<file path="src/design/three_stage_multiserver_queue_timing_top_macros.svh">
// ---------------------------------------------------------------------------
// three_stage_multiserver_queue_timing_top_macros
// assertion helpers shared by the queue timing design files
// ---------------------------------------------------------------------------
`ifndef THREE_STAGE_MULTISERVER_QUEUE_TIMING_TOP_MACROS_SVH
`define THREE_STAGE_MULTISERVER_QUEUE_TIMING_TOP_MACROS_SVH

`ifndef ASSERT_OFF
// property must hold at every clock edge outside reset
`define TSQ_ASSERT(name, prop, msg) \
  name: assert property (@(posedge clk_i) disable iff (!rst_ni) prop) \
    else $error(msg);
// condition must never be seen outside reset
`define TSQ_NEVER(name, cond, msg) \
  name: assert property (@(posedge clk_i) disable iff (!rst_ni) !(cond)) \
    else $error(msg);
`else
`define TSQ_ASSERT(name, prop, msg)
`define TSQ_NEVER(name, cond, msg)
`endif

`endif

</file>
<file path="src/design/tsq_pkg.sv">
`timescale 1ns / 1ps
// ---------------------------------------------------------------------------
// tsq_pkg
// shared widths, register indexes and stage settings for the queue timing block
// ---------------------------------------------------------------------------
package tsq_pkg;

  // fixed field widths of the stream items and registers
  localparam int unsigned FIELD_W   = 48;
  localparam int unsigned SRV_W     = 5;
  localparam int unsigned SVC_W     = 30;
  localparam int unsigned CFG_IDX_W = 3;

  // register indexes on the write port
  typedef enum logic [CFG_IDX_W-1:0] {
    CFG_SRV_ONE   = 3'd0,
    CFG_SRV_TWO   = 3'd1,
    CFG_SRV_THREE = 3'd2,
    CFG_SVC_ONE   = 3'd3,
    CFG_SVC_TWO   = 3'd4,
    CFG_SVC_THREE = 3'd5
  } cfg_idx_e;

  // settings of one service stage
  typedef struct packed {
    logic [SRV_W-1:0] servers;
    logic [SVC_W-1:0] service;
  } stage_cfg_t;

endpackage

</file>
<file path="src/design/tsq_cfg.sv">
`timescale 1ns / 1ps
// ---------------------------------------------------------------------------
// tsq_cfg
// register file holding server counts and service times of the three stages
// ---------------------------------------------------------------------------
module tsq_cfg (
  input  logic                           clk_i,
  input  logic                           rst_ni,
  input  logic                           cfg_we_i,
  input  logic [tsq_pkg::CFG_IDX_W-1:0]  cfg_idx_i,
  input  logic [tsq_pkg::SVC_W-1:0]      cfg_data_i,
  output tsq_pkg::stage_cfg_t            cfg_one_o,
  output tsq_pkg::stage_cfg_t            cfg_two_o,
  output tsq_pkg::stage_cfg_t            cfg_three_o
);

  tsq_pkg::stage_cfg_t one_q, two_q, three_q;

  // register writes, all fields reset to one
  always_ff @(posedge clk_i or negedge rst_ni) begin
    if (!rst_ni) begin
      one_q   <= '{servers: tsq_pkg::SRV_W'(1), service: tsq_pkg::SVC_W'(1)};
      two_q   <= '{servers: tsq_pkg::SRV_W'(1), service: tsq_pkg::SVC_W'(1)};
      three_q <= '{servers: tsq_pkg::SRV_W'(1), service: tsq_pkg::SVC_W'(1)};
    end else if (cfg_we_i) begin
      case (tsq_pkg::cfg_idx_e'(cfg_idx_i))
        tsq_pkg::CFG_SRV_ONE:   one_q.servers   <= cfg_data_i[tsq_pkg::SRV_W-1:0];
        tsq_pkg::CFG_SRV_TWO:   two_q.servers   <= cfg_data_i[tsq_pkg::SRV_W-1:0];
        tsq_pkg::CFG_SRV_THREE: three_q.servers <= cfg_data_i[tsq_pkg::SRV_W-1:0];
        tsq_pkg::CFG_SVC_ONE:   one_q.service   <= cfg_data_i;
        tsq_pkg::CFG_SVC_TWO:   two_q.service   <= cfg_data_i;
        tsq_pkg::CFG_SVC_THREE: three_q.service <= cfg_data_i;
        default: ;
      endcase
    end
  end

  assign cfg_one_o   = one_q;
  assign cfg_two_o   = two_q;
  assign cfg_three_o = three_q;

endmodule

</file>
<file path="src/design/tsq_front.sv">
`timescale 1ns / 1ps
// ---------------------------------------------------------------------------
// tsq_front
// accepts arrivals, saturates them to the time range and queues them
// ---------------------------------------------------------------------------
`include "three_stage_multiserver_queue_timing_top_macros.svh"

module tsq_front #(
  parameter int unsigned TIME_BITS = 48
) (
  input  logic                          clk_i,
  input  logic                          rst_ni,
  input  logic                          s_valid_i,
  output logic                          s_ready_o,
  input  logic [tsq_pkg::FIELD_W-1:0]   s_arrival_i,
  input  logic                          s_last_i,
  output logic                          q_valid_o,
  input  logic                          q_ready_i,
  output logic [TIME_BITS-1:0]          q_arrival_o,
  output logic                          q_last_o
);

  localparam logic [TIME_BITS-1:0] TimeMax = '1;

  logic [TIME_BITS-1:0] arr_sat;
  logic [63:0]          arr_wide;
  logic                 push, pop;

  logic [TIME_BITS-1:0] arr_mem_q [2];
  logic                 last_mem_q [2];
  logic                 wr_ptr_q, rd_ptr_q;
  logic [1:0]           cnt_q;

  // clamp arrivals above the time range
  always_comb begin
    arr_wide = 64'(s_arrival_i);
    arr_sat  = (arr_wide > 64'(TimeMax)) ? TimeMax : arr_wide[TIME_BITS-1:0];
  end

  assign s_ready_o = (cnt_q != 2'd2);
  assign q_valid_o = (cnt_q != 2'd0);
  assign push      = s_valid_i && s_ready_o;
  assign pop       = q_valid_o && q_ready_i;

  // two-entry item queue between intake and the service stages
  always_ff @(posedge clk_i) begin
    if (push) begin
      arr_mem_q[wr_ptr_q]  <= arr_sat;
      last_mem_q[wr_ptr_q] <= s_last_i;
    end
  end

  always_ff @(posedge clk_i or negedge rst_ni) begin
    if (!rst_ni) begin
      wr_ptr_q <= 1'b0;
      rd_ptr_q <= 1'b0;
      cnt_q    <= 2'd0;
    end else begin
      if (push) wr_ptr_q <= ~wr_ptr_q;
      if (pop)  rd_ptr_q <= ~rd_ptr_q;
      cnt_q <= cnt_q + 2'(push) - 2'(pop);
    end
  end

  assign q_arrival_o = arr_mem_q[rd_ptr_q];
  assign q_last_o    = last_mem_q[rd_ptr_q];

  `TSQ_NEVER(a_queue_overflow, cnt_q == 2'd3, "item queue count out of range")

endmodule

</file>
<file path="src/design/tsq_stage.sv">
`timescale 1ns / 1ps
// ---------------------------------------------------------------------------
// tsq_stage
// one multi-server service stage with a ring of server completion times
// ---------------------------------------------------------------------------
`include "three_stage_multiserver_queue_timing_top_macros.svh"

module tsq_stage #(
  parameter int unsigned MAX_SERVERS = 16,
  parameter int unsigned TIME_BITS   = 48
) (
  input  logic                 clk_i,
  input  logic                 rst_ni,
  input  tsq_pkg::stage_cfg_t  cfg_i,
  input  logic                 in_valid_i,
  output logic                 in_ready_o,
  input  logic [TIME_BITS-1:0] in_arrival_i,
  input  logic [TIME_BITS-1:0] in_time_i,
  input  logic                 in_last_i,
  output logic                 out_valid_o,
  input  logic                 out_ready_i,
  output logic [TIME_BITS-1:0] out_arrival_o,
  output logic [TIME_BITS-1:0] out_time_o,
  output logic                 out_last_o
);

  localparam int unsigned SLOT_W = (MAX_SERVERS > 1) ? $clog2(MAX_SERVERS) : 1;
  localparam int unsigned CNT_W  = $clog2(MAX_SERVERS + 1);
  localparam int unsigned CW     = (CNT_W > tsq_pkg::SRV_W) ? CNT_W : tsq_pkg::SRV_W;

  logic [TIME_BITS-1:0] ring_q [MAX_SERVERS];
  logic [MAX_SERVERS-1:0] vld_q;
  logic [SLOT_W-1:0]    slot_q;

  logic                 out_valid_q, out_last_q;
  logic [TIME_BITS-1:0] out_arrival_q, out_time_q;

  logic [CW-1:0]        srv_ext, n_eff, slot_ext, p_ext, p_inc;
  logic [SLOT_W-1:0]    p, slot_d;
  logic [TIME_BITS-1:0] busy_until, start, done;
  logic [TIME_BITS:0]   sum;
  logic                 in_fire;

  // effective server count and the slot used by this item
  always_comb begin
    srv_ext  = CW'(cfg_i.servers);
    if (srv_ext == '0) begin
      n_eff = CW'(1);
    end else if (srv_ext > CW'(MAX_SERVERS)) begin
      n_eff = CW'(MAX_SERVERS);
    end else begin
      n_eff = srv_ext;
    end
    slot_ext = CW'(slot_q);
    p_ext    = (slot_ext >= n_eff) ? '0 : slot_ext;
    p        = p_ext[SLOT_W-1:0];
    p_inc    = p_ext + CW'(1);
    slot_d   = (p_inc >= n_eff) ? '0 : p_inc[SLOT_W-1:0];
  end

  // start at the later of ready time and server free time, then saturating add
  always_comb begin
    busy_until = vld_q[p] ? ring_q[p] : '0;
    start      = (busy_until > in_time_i) ? busy_until : in_time_i;
    sum        = {1'b0, start} + (TIME_BITS + 1)'(cfg_i.service);
    done       = sum[TIME_BITS] ? '1 : sum[TIME_BITS-1:0];
  end

  assign in_ready_o = !out_valid_q || out_ready_i;
  assign in_fire    = in_valid_i && in_ready_o;

  // completion time ring
  always_ff @(posedge clk_i) begin
    if (in_fire) begin
      ring_q[p] <= done;
    end
  end

  // slot pointer and entry valid bits, cleared after the last item of a batch
  always_ff @(posedge clk_i or negedge rst_ni) begin
    if (!rst_ni) begin
      vld_q  <= '0;
      slot_q <= '0;
    end else if (in_fire) begin
      if (in_last_i) begin
        vld_q  <= '0;
        slot_q <= '0;
      end else begin
        vld_q[p] <= 1'b1;
        slot_q   <= slot_d;
      end
    end
  end

  // output register
  always_ff @(posedge clk_i or negedge rst_ni) begin
    if (!rst_ni) begin
      out_valid_q <= 1'b0;
    end else if (in_ready_o) begin
      out_valid_q <= in_valid_i;
    end
  end

  always_ff @(posedge clk_i) begin
    if (in_fire) begin
      out_arrival_q <= in_arrival_i;
      out_time_q    <= done;
      out_last_q    <= in_last_i;
    end
  end

  assign out_valid_o   = out_valid_q;
  assign out_arrival_o = out_arrival_q;
  assign out_time_o    = out_time_q;
  assign out_last_o    = out_last_q;

  `TSQ_ASSERT(a_done_after_ready, in_fire |-> (done >= in_time_i),
              "stage finish earlier than ready time")
  `TSQ_ASSERT(a_last_clears, (in_fire && in_last_i) |=> (slot_q == '0 && vld_q == '0),
              "stage state not cleared after batch end")

endmodule

</file>
<file path="src/design/tsq_stats.sv">
`timescale 1ns / 1ps
// ---------------------------------------------------------------------------
// tsq_stats
// time in system, running maximum per batch and the result register
// ---------------------------------------------------------------------------
`include "three_stage_multiserver_queue_timing_top_macros.svh"

module tsq_stats #(
  parameter int unsigned TIME_BITS = 48
) (
  input  logic                          clk_i,
  input  logic                          rst_ni,
  input  logic                          in_valid_i,
  output logic                          in_ready_o,
  input  logic [TIME_BITS-1:0]          in_arrival_i,
  input  logic [TIME_BITS-1:0]          in_exit_i,
  input  logic                          in_last_i,
  output logic                          out_valid_o,
  input  logic                          out_ready_i,
  output logic [tsq_pkg::FIELD_W-1:0]   out_exit_o,
  output logic [tsq_pkg::FIELD_W-1:0]   out_spent_o,
  output logic [tsq_pkg::FIELD_W-1:0]   out_max_o,
  output logic                          out_last_o
);

  logic                 a_valid_q, a_last_q;
  logic [TIME_BITS-1:0] a_exit_q, a_spent_q;
  logic                 o_valid_q, o_last_q;
  logic [TIME_BITS-1:0] o_exit_q, o_spent_q, o_max_q;
  logic [TIME_BITS-1:0] max_q, max_new;
  logic                 b_ready, a_fire, b_fire;
  logic [63:0]          exit_w, spent_w, max_w;

  assign b_ready    = !o_valid_q || out_ready_i;
  assign in_ready_o = !a_valid_q || b_ready;
  assign a_fire     = in_valid_i && in_ready_o;
  assign b_fire     = a_valid_q && b_ready;

  // subtract stage
  always_ff @(posedge clk_i or negedge rst_ni) begin
    if (!rst_ni) begin
      a_valid_q <= 1'b0;
    end else if (in_ready_o) begin
      a_valid_q <= in_valid_i;
    end
  end

  always_ff @(posedge clk_i) begin
    if (a_fire) begin
      a_exit_q  <= in_exit_i;
      a_spent_q <= in_exit_i - in_arrival_i;
      a_last_q  <= in_last_i;
    end
  end

  // running maximum, back to zero after the last item of a batch
  assign max_new = (a_spent_q > max_q) ? a_spent_q : max_q;

  always_ff @(posedge clk_i or negedge rst_ni) begin
    if (!rst_ni) begin
      max_q     <= '0;
      o_valid_q <= 1'b0;
    end else begin
      if (b_fire) begin
        max_q <= a_last_q ? '0 : max_new;
      end
      if (b_ready) begin
        o_valid_q <= a_valid_q;
      end
    end
  end

  // result register
  always_ff @(posedge clk_i) begin
    if (b_fire) begin
      o_exit_q  <= a_exit_q;
      o_spent_q <= a_spent_q;
      o_max_q   <= max_new;
      o_last_q  <= a_last_q;
    end
  end

  always_comb begin
    exit_w  = 64'(o_exit_q);
    spent_w = 64'(o_spent_q);
    max_w   = 64'(o_max_q);
  end

  assign out_valid_o = o_valid_q;
  assign out_exit_o  = exit_w[tsq_pkg::FIELD_W-1:0];
  assign out_spent_o = spent_w[tsq_pkg::FIELD_W-1:0];
  assign out_max_o   = max_w[tsq_pkg::FIELD_W-1:0];
  assign out_last_o  = o_last_q;

  `TSQ_ASSERT(a_max_covers_item, o_valid_q |-> (o_max_q >= o_spent_q),
              "running maximum below item time in system")

endmodule

</file>
<file path="src/design/three_stage_multiserver_queue_timing_top.sv">
`timescale 1ns / 1ps
// path: an accepted item passes the queue, the three service stages, and the subtract
// and maximum registers, and stalls under back-pressure; throughput: one item per
// cycle when not stalled; each stage updates one ring slot per cycle
// reset: asynchronous, clears queue, rings, slots and running maximum, and sets all
// registers to one; the last item of a batch clears rings, slots and the maximum
// ---------------------------------------------------------------------------
// three_stage_multiserver_queue_timing_top
// tandem multi-server fifo queue timing: front intake queue, three service stages
// ---------------------------------------------------------------------------
module three_stage_multiserver_queue_timing_top #(
  parameter int unsigned MAX_SERVERS = 16,
  parameter int unsigned TIME_BITS   = 48
) (
  input  logic                          clk_i,
  input  logic                          rst_ni,
  // input item stream
  input  logic                          s_axis_tvalid,
  output logic                          s_axis_tready,
  input  logic [47:0]                   s_axis_tdata,   // [47:0] arrival_time
  input  logic                          s_axis_tlast,   // last_in_batch
  // result item stream
  output logic                          m_axis_tvalid,
  input  logic                          m_axis_tready,
  output logic [143:0]                  m_axis_tdata,   // [47:0] exit_time,
                                                        // [95:48] time_in_system,
                                                        // [143:96] max_time_in_system
  output logic                          m_axis_tlast,   // batch_done
  // register write port
  input  logic                          cfg_we_i,
  input  logic [tsq_pkg::CFG_IDX_W-1:0] cfg_idx_i,
  input  logic [tsq_pkg::SVC_W-1:0]     cfg_data_i
);

  tsq_pkg::stage_cfg_t cfg_one, cfg_two, cfg_three;

  logic                 q_valid, q_ready, q_last;
  logic [TIME_BITS-1:0] q_arrival;

  logic                 s1_valid, s1_ready, s1_last;
  logic [TIME_BITS-1:0] s1_arrival, s1_time;
  logic                 s2_valid, s2_ready, s2_last;
  logic [TIME_BITS-1:0] s2_arrival, s2_time;
  logic                 s3_valid, s3_ready, s3_last;
  logic [TIME_BITS-1:0] s3_arrival, s3_time;

  logic [tsq_pkg::FIELD_W-1:0] res_exit, res_spent, res_max;

  // register file
  tsq_cfg u_cfg (
    .clk_i       (clk_i),
    .rst_ni      (rst_ni),
    .cfg_we_i    (cfg_we_i),
    .cfg_idx_i   (cfg_idx_i),
    .cfg_data_i  (cfg_data_i),
    .cfg_one_o   (cfg_one),
    .cfg_two_o   (cfg_two),
    .cfg_three_o (cfg_three)
  );

  // intake and item queue
  tsq_front #(.TIME_BITS(TIME_BITS)) u_front (
    .clk_i       (clk_i),
    .rst_ni      (rst_ni),
    .s_valid_i   (s_axis_tvalid),
    .s_ready_o   (s_axis_tready),
    .s_arrival_i (s_axis_tdata),
    .s_last_i    (s_axis_tlast),
    .q_valid_o   (q_valid),
    .q_ready_i   (q_ready),
    .q_arrival_o (q_arrival),
    .q_last_o    (q_last)
  );

  // service stages in tandem
  tsq_stage #(.MAX_SERVERS(MAX_SERVERS), .TIME_BITS(TIME_BITS)) u_stage_one (
    .clk_i         (clk_i),
    .rst_ni        (rst_ni),
    .cfg_i         (cfg_one),
    .in_valid_i    (q_valid),
    .in_ready_o    (q_ready),
    .in_arrival_i  (q_arrival),
    .in_time_i     (q_arrival),
    .in_last_i     (q_last),
    .out_valid_o   (s1_valid),
    .out_ready_i   (s1_ready),
    .out_arrival_o (s1_arrival),
    .out_time_o    (s1_time),
    .out_last_o    (s1_last)
  );

  tsq_stage #(.MAX_SERVERS(MAX_SERVERS), .TIME_BITS(TIME_BITS)) u_stage_two (
    .clk_i         (clk_i),
    .rst_ni        (rst_ni),
    .cfg_i         (cfg_two),
    .in_valid_i    (s1_valid),
    .in_ready_o    (s1_ready),
    .in_arrival_i  (s1_arrival),
    .in_time_i     (s1_time),
    .in_last_i     (s1_last),
    .out_valid_o   (s2_valid),
    .out_ready_i   (s2_ready),
    .out_arrival_o (s2_arrival),
    .out_time_o    (s2_time),
    .out_last_o    (s2_last)
  );

  tsq_stage #(.MAX_SERVERS(MAX_SERVERS), .TIME_BITS(TIME_BITS)) u_stage_three (
    .clk_i         (clk_i),
    .rst_ni        (rst_ni),
    .cfg_i         (cfg_three),
    .in_valid_i    (s2_valid),
    .in_ready_o    (s2_ready),
    .in_arrival_i  (s2_arrival),
    .in_time_i     (s2_time),
    .in_last_i     (s2_last),
    .out_valid_o   (s3_valid),
    .out_ready_i   (s3_ready),
    .out_arrival_o (s3_arrival),
    .out_time_o    (s3_time),
    .out_last_o    (s3_last)
  );

  // time in system and batch maximum
  tsq_stats #(.TIME_BITS(TIME_BITS)) u_stats (
    .clk_i        (clk_i),
    .rst_ni       (rst_ni),
    .in_valid_i   (s3_valid),
    .in_ready_o   (s3_ready),
    .in_arrival_i (s3_arrival),
    .in_exit_i    (s3_time),
    .in_last_i    (s3_last),
    .out_valid_o  (m_axis_tvalid),
    .out_ready_i  (m_axis_tready),
    .out_exit_o   (res_exit),
    .out_spent_o  (res_spent),
    .out_max_o    (res_max),
    .out_last_o   (m_axis_tlast)
  );

  assign m_axis_tdata = {res_max, res_spent, res_exit};

endmodule

</file>
<file path="config.mk">
export PLATFORM = sky130hd
export DESIGN_NAME = three_stage_multiserver_queue_timing_top
export DESIGN_NICKNAME = d
export VERILOG_FILES = /design/src/design/tsq_pkg.sv /design/src/design/tsq_cfg.sv /design/src/design/tsq_front.sv /design/src/design/tsq_stage.sv /design/src/design/tsq_stats.sv /design/src/design/three_stage_multiserver_queue_timing_top.sv
export VERILOG_INCLUDE_DIRS = /design/src /design/src/design
export SDC_FILE = /design/constraint.sdc
export NUM_CORES = 2
export LEC_CHECK = 0
export BUFFER_PORTS_ARGS = -buffer_cell sky130_fd_sc_hd__buf_2
export CAP_MARGIN = 20
export CELL_PAD_IN_SITES_DETAIL_PLACEMENT = 0
export CELL_PAD_IN_SITES_GLOBAL_PLACEMENT = 2
export CORE_UTILIZATION = 50
export DETAILED_ROUTE_END_ITERATION = 6
export PLACE_DENSITY = 0.85
export RECOVER_POWER = 100
export SETUP_SLACK_MARGIN = 0.5
export SYNTH_ARGS = -nofsm -noshare
export SYNTH_HDL_FRONTEND = slang
export SYNTH_HIERARCHICAL = 1
export SYNTH_SLANG_ARGS = --single-unit
</file>
<file path="constraint.sdc">
create_clock -name clk_i -period 25.7 [get_ports clk_i]
set_clock_uncertainty 0.05 [all_clocks]
set_input_delay 1.285 -clock clk_i [delete_from_list [all_inputs] [get_ports clk_i]]
set_output_delay 1.285 -clock clk_i [all_outputs]
set_load 0.01 [all_outputs]
</file>
==> out/metrics.cfg <==
[detailed_routing]
drtIter0Drc = 10200
postRouteAntennaNets = 0
wl_per_cell_um = 31.0
vias = 83512
via_per_inst = 6.37
wl_um = 407000
drc = 4
firstDrtPassIters = 7

[global_routing]
grt.total_usage_pct = 29.4
grt_max_degree = 94
grt_pass1_vias = 80208
grt_first_pass_wirelength_um = 575000
antenna_found_initial = 32
overflow = 0

[sta]
setup_tns_ns = 0
max_slew_margin_pct = -221
final-setup-viol-count = 0
max_freq_mhz = 52.4
post-route-period-util_pct = 74.2
finalHoldViolCount = 0
slew_violations = 4006
min_period_ns = 19.07
rsz0062_at_grt = false
tightestPinTransition_ns = 4.82

[logic_synthesis]
yosysTopAreaCellShare_pct = 65.3
synth_warnings = 6
ys_async_sr_fraction_pct = 7.03
syn_nets = 9434
yosysSeqAreaShare_pct = 69.5
syn_inst = 8973
ys_top_cells_by_area = edfxtp_1 (65%), dfrtp_1 (4.0%), mux2i_1 (3.5%)
avgSynthCellArea_um2 = 15.0
synth_ff_type = edfxtp_1
synth_edf_count = 2935
synth-seq-cells = 3157
synth_area_mm2 = 0.135
yosysTopAreaCell = edfxtp_1
synth.distinct_cells = 134

[worst_setup_path]
max_stage_delay_ns = 2.95
crit_arrival_ns = 19.46
cpMostUsedCell = clkbuf_1
slowest_stage = clkbuf_1
crit_path_end_kind = register
critPathKind = reg2reg
cp-start-kind = register
cp.required_ns = 26.09
cp_max_fo = 50

[placement]
gp_congestion = 0.921
port_buffers = 233
dp_hpwl_um = 255000

[floorplanning]
core_area_mm2 = 0.268
die_w_um = 521
initial_core_util_pct = 50.3
dieArea_mm2 = 0.272
pin_count = 234
rows = 190
die_y_um = 521

[clock_network]
numClockSinks = 3157
clkTransAtPathRegs_ns = 0.06
cts_tree = yes
cts-buffers-inserted = 326
cts_resized = 0
max-clock-path-buffers = 4
htree_levels = 5
cts_root_buf = clkbuf_16
holdBufCountCts = 0
cts_setup_buffers = 0
clock_latency_ns = 0.94

[layout]
drive_above_1_share_pct = 10.4
nets = 9739
syn_to_final_growth_pct = 11.1

[flow_run]
cap_violations = 130

[run_status]
violations = design-rule violations, max-capacitance violations, max-slew violations
status = finished with violations

[min_path]
hold_path_class = reg2reg

==> final timing paths <==
kind / from / end / slack, ns / cells past startpoint
max in group asynchronous: rst_ni / u_stage_three/slot_q[0] / 18.10 / 2
worst min-delay path: u_stats/a_exit_q[40] / u_stats/out_exit_o[40] / 0.37 / 0
worst max register to register: u_stage_one/slot_q[0] / u_stage_one/ring_q[2][46] / 6.63 / 35
min in group asynchronous: rst_ni / u_cfg/cfg_one_o[18] / 1.72 / 1
worst min register to register: u_stats/a_exit_q[40] / u_stats/out_exit_o[40] / 0.37 / 0
worst max-delay path: u_stage_one/slot_q[0] / u_stage_one/ring_q[2][46] / 6.63 / 35
==> worst max-delay path: cells and delay by family, from the launching register on <==
family	cells	cell delay, ns
flip-flops	1	0.85
adder cells (fa/ha/maj)	4	1.14
AND/OR/NAND/NOR	10	2.78
buffers and inverters	7	9.29
AO/OA/AOI/OAI	13	4.06
multiplexers	1	0.22
==> final cells by class <==
type,count,area (um2)
fillers,21244,118000
flip-flops and latches,3157,93700
multi-input cells,5038,37600
clock buffers,403,8640
well taps,3552,4440
clock inverters,187,2160
repair buffers,425,2010
inverters,330,1240
diodes,10,25.0
==> stage by stage <==
stage	std cells	hold slack, ns	utilization [%]	setup WS, ns	instance area [um2]
floorplan	8973	0.350	-	16.06	135000
global placement	12490	0.353	52.3	12.85	140000
detailed placement	12494	0.355	52.3	12.77	140000
CTS	13084	0.215	56.3	12.72	151000
global route	13099	0.372	55.9	6.11	150000
finish	13102	0.368	55.9	6.63	150000
==> cell usage in the layout, fill, tap and decap left out, types with 59 or more instances in the layout <==
master,Yosys,layout
a221oi_1,412,414
clkbuf_1,268,358
mux2_1,0,59
a211oi_1,81,81
a21oi_1,347,345
clkbuf_16,0,333
dfrtp_1,216,210
nand2_1,622,624
xnor2_1,90,90
o21ai_0,586,608
mux2_2,220,210
a21o_1,110,109
xor2_1,66,66
nor2_1,291,287
inv_1,319,318
nand4_1,132,132
a22o_1,64,64
mux2i_1,476,476
buf_4,42,85
clkinv_1,6,65
o21a_1,78,78
nand3_1,145,145
edfxtp_1,2935,2935
ha_1,370,370
nand2b_1,64,64
nor3_1,61,59
==> per-layer routing <==
metal  up-vias  track usage [%]  share of wire, %
met3       734             4.53               9.0
met5         -                0             0.010
met2      4446             45.7                46
li1      35838                -                 -
met4         6             11.6               4.3
met1     42488             41.7                41
==> kinds of logic (layout without fill, tap and decap cells) <==
kind of cell	after synthesis	after routing	share of synthesized area, %
other cells	0	10	0
xor+xnor	156	156	1.01
buf+inv	778	1345	2.57
flops	3157	3157	69.5
compound gates	2125	2125	10.9
mux	802	802	6.85
simple gates	1581	1581	5.67
fa+ha+maj	374	374	3.49
==> synthesized netlist by cell type (46+ instances only) <==
cell type     n
nand2b_1     64
mux4_2       54
xnor2_1      90
a221oi_1    412
mux2i_1     476
mux2_4       52
nor2_1      291
ha_1        370
clkbuf_1    268
nand2_1     622
buf_2        75
a21o_1      110
a211oi_1     81
a21oi_1     347
inv_1       319
xor2_1       66
nor3_1       61
o21a_1       78
dfrtp_1     216
a22o_1       64
nand4_1     132
nand3_1     145
edfxtp_1   2935
o21ai_0     586
nor2b_1      46
mux2_2      220
==> sequential cells by signal (all words and copies together) (netlist names), 96 cells and up <==
register	count
u_stage_three/ring_q	768
u_stage_two/ring_q	768
u_stage_one/ring_q	768
u_front/arr_mem_q	96
Power is left out: the tool's default activity adds up to more than one toggle a clock period on the data nets, which glitch-free logic cannot reach.
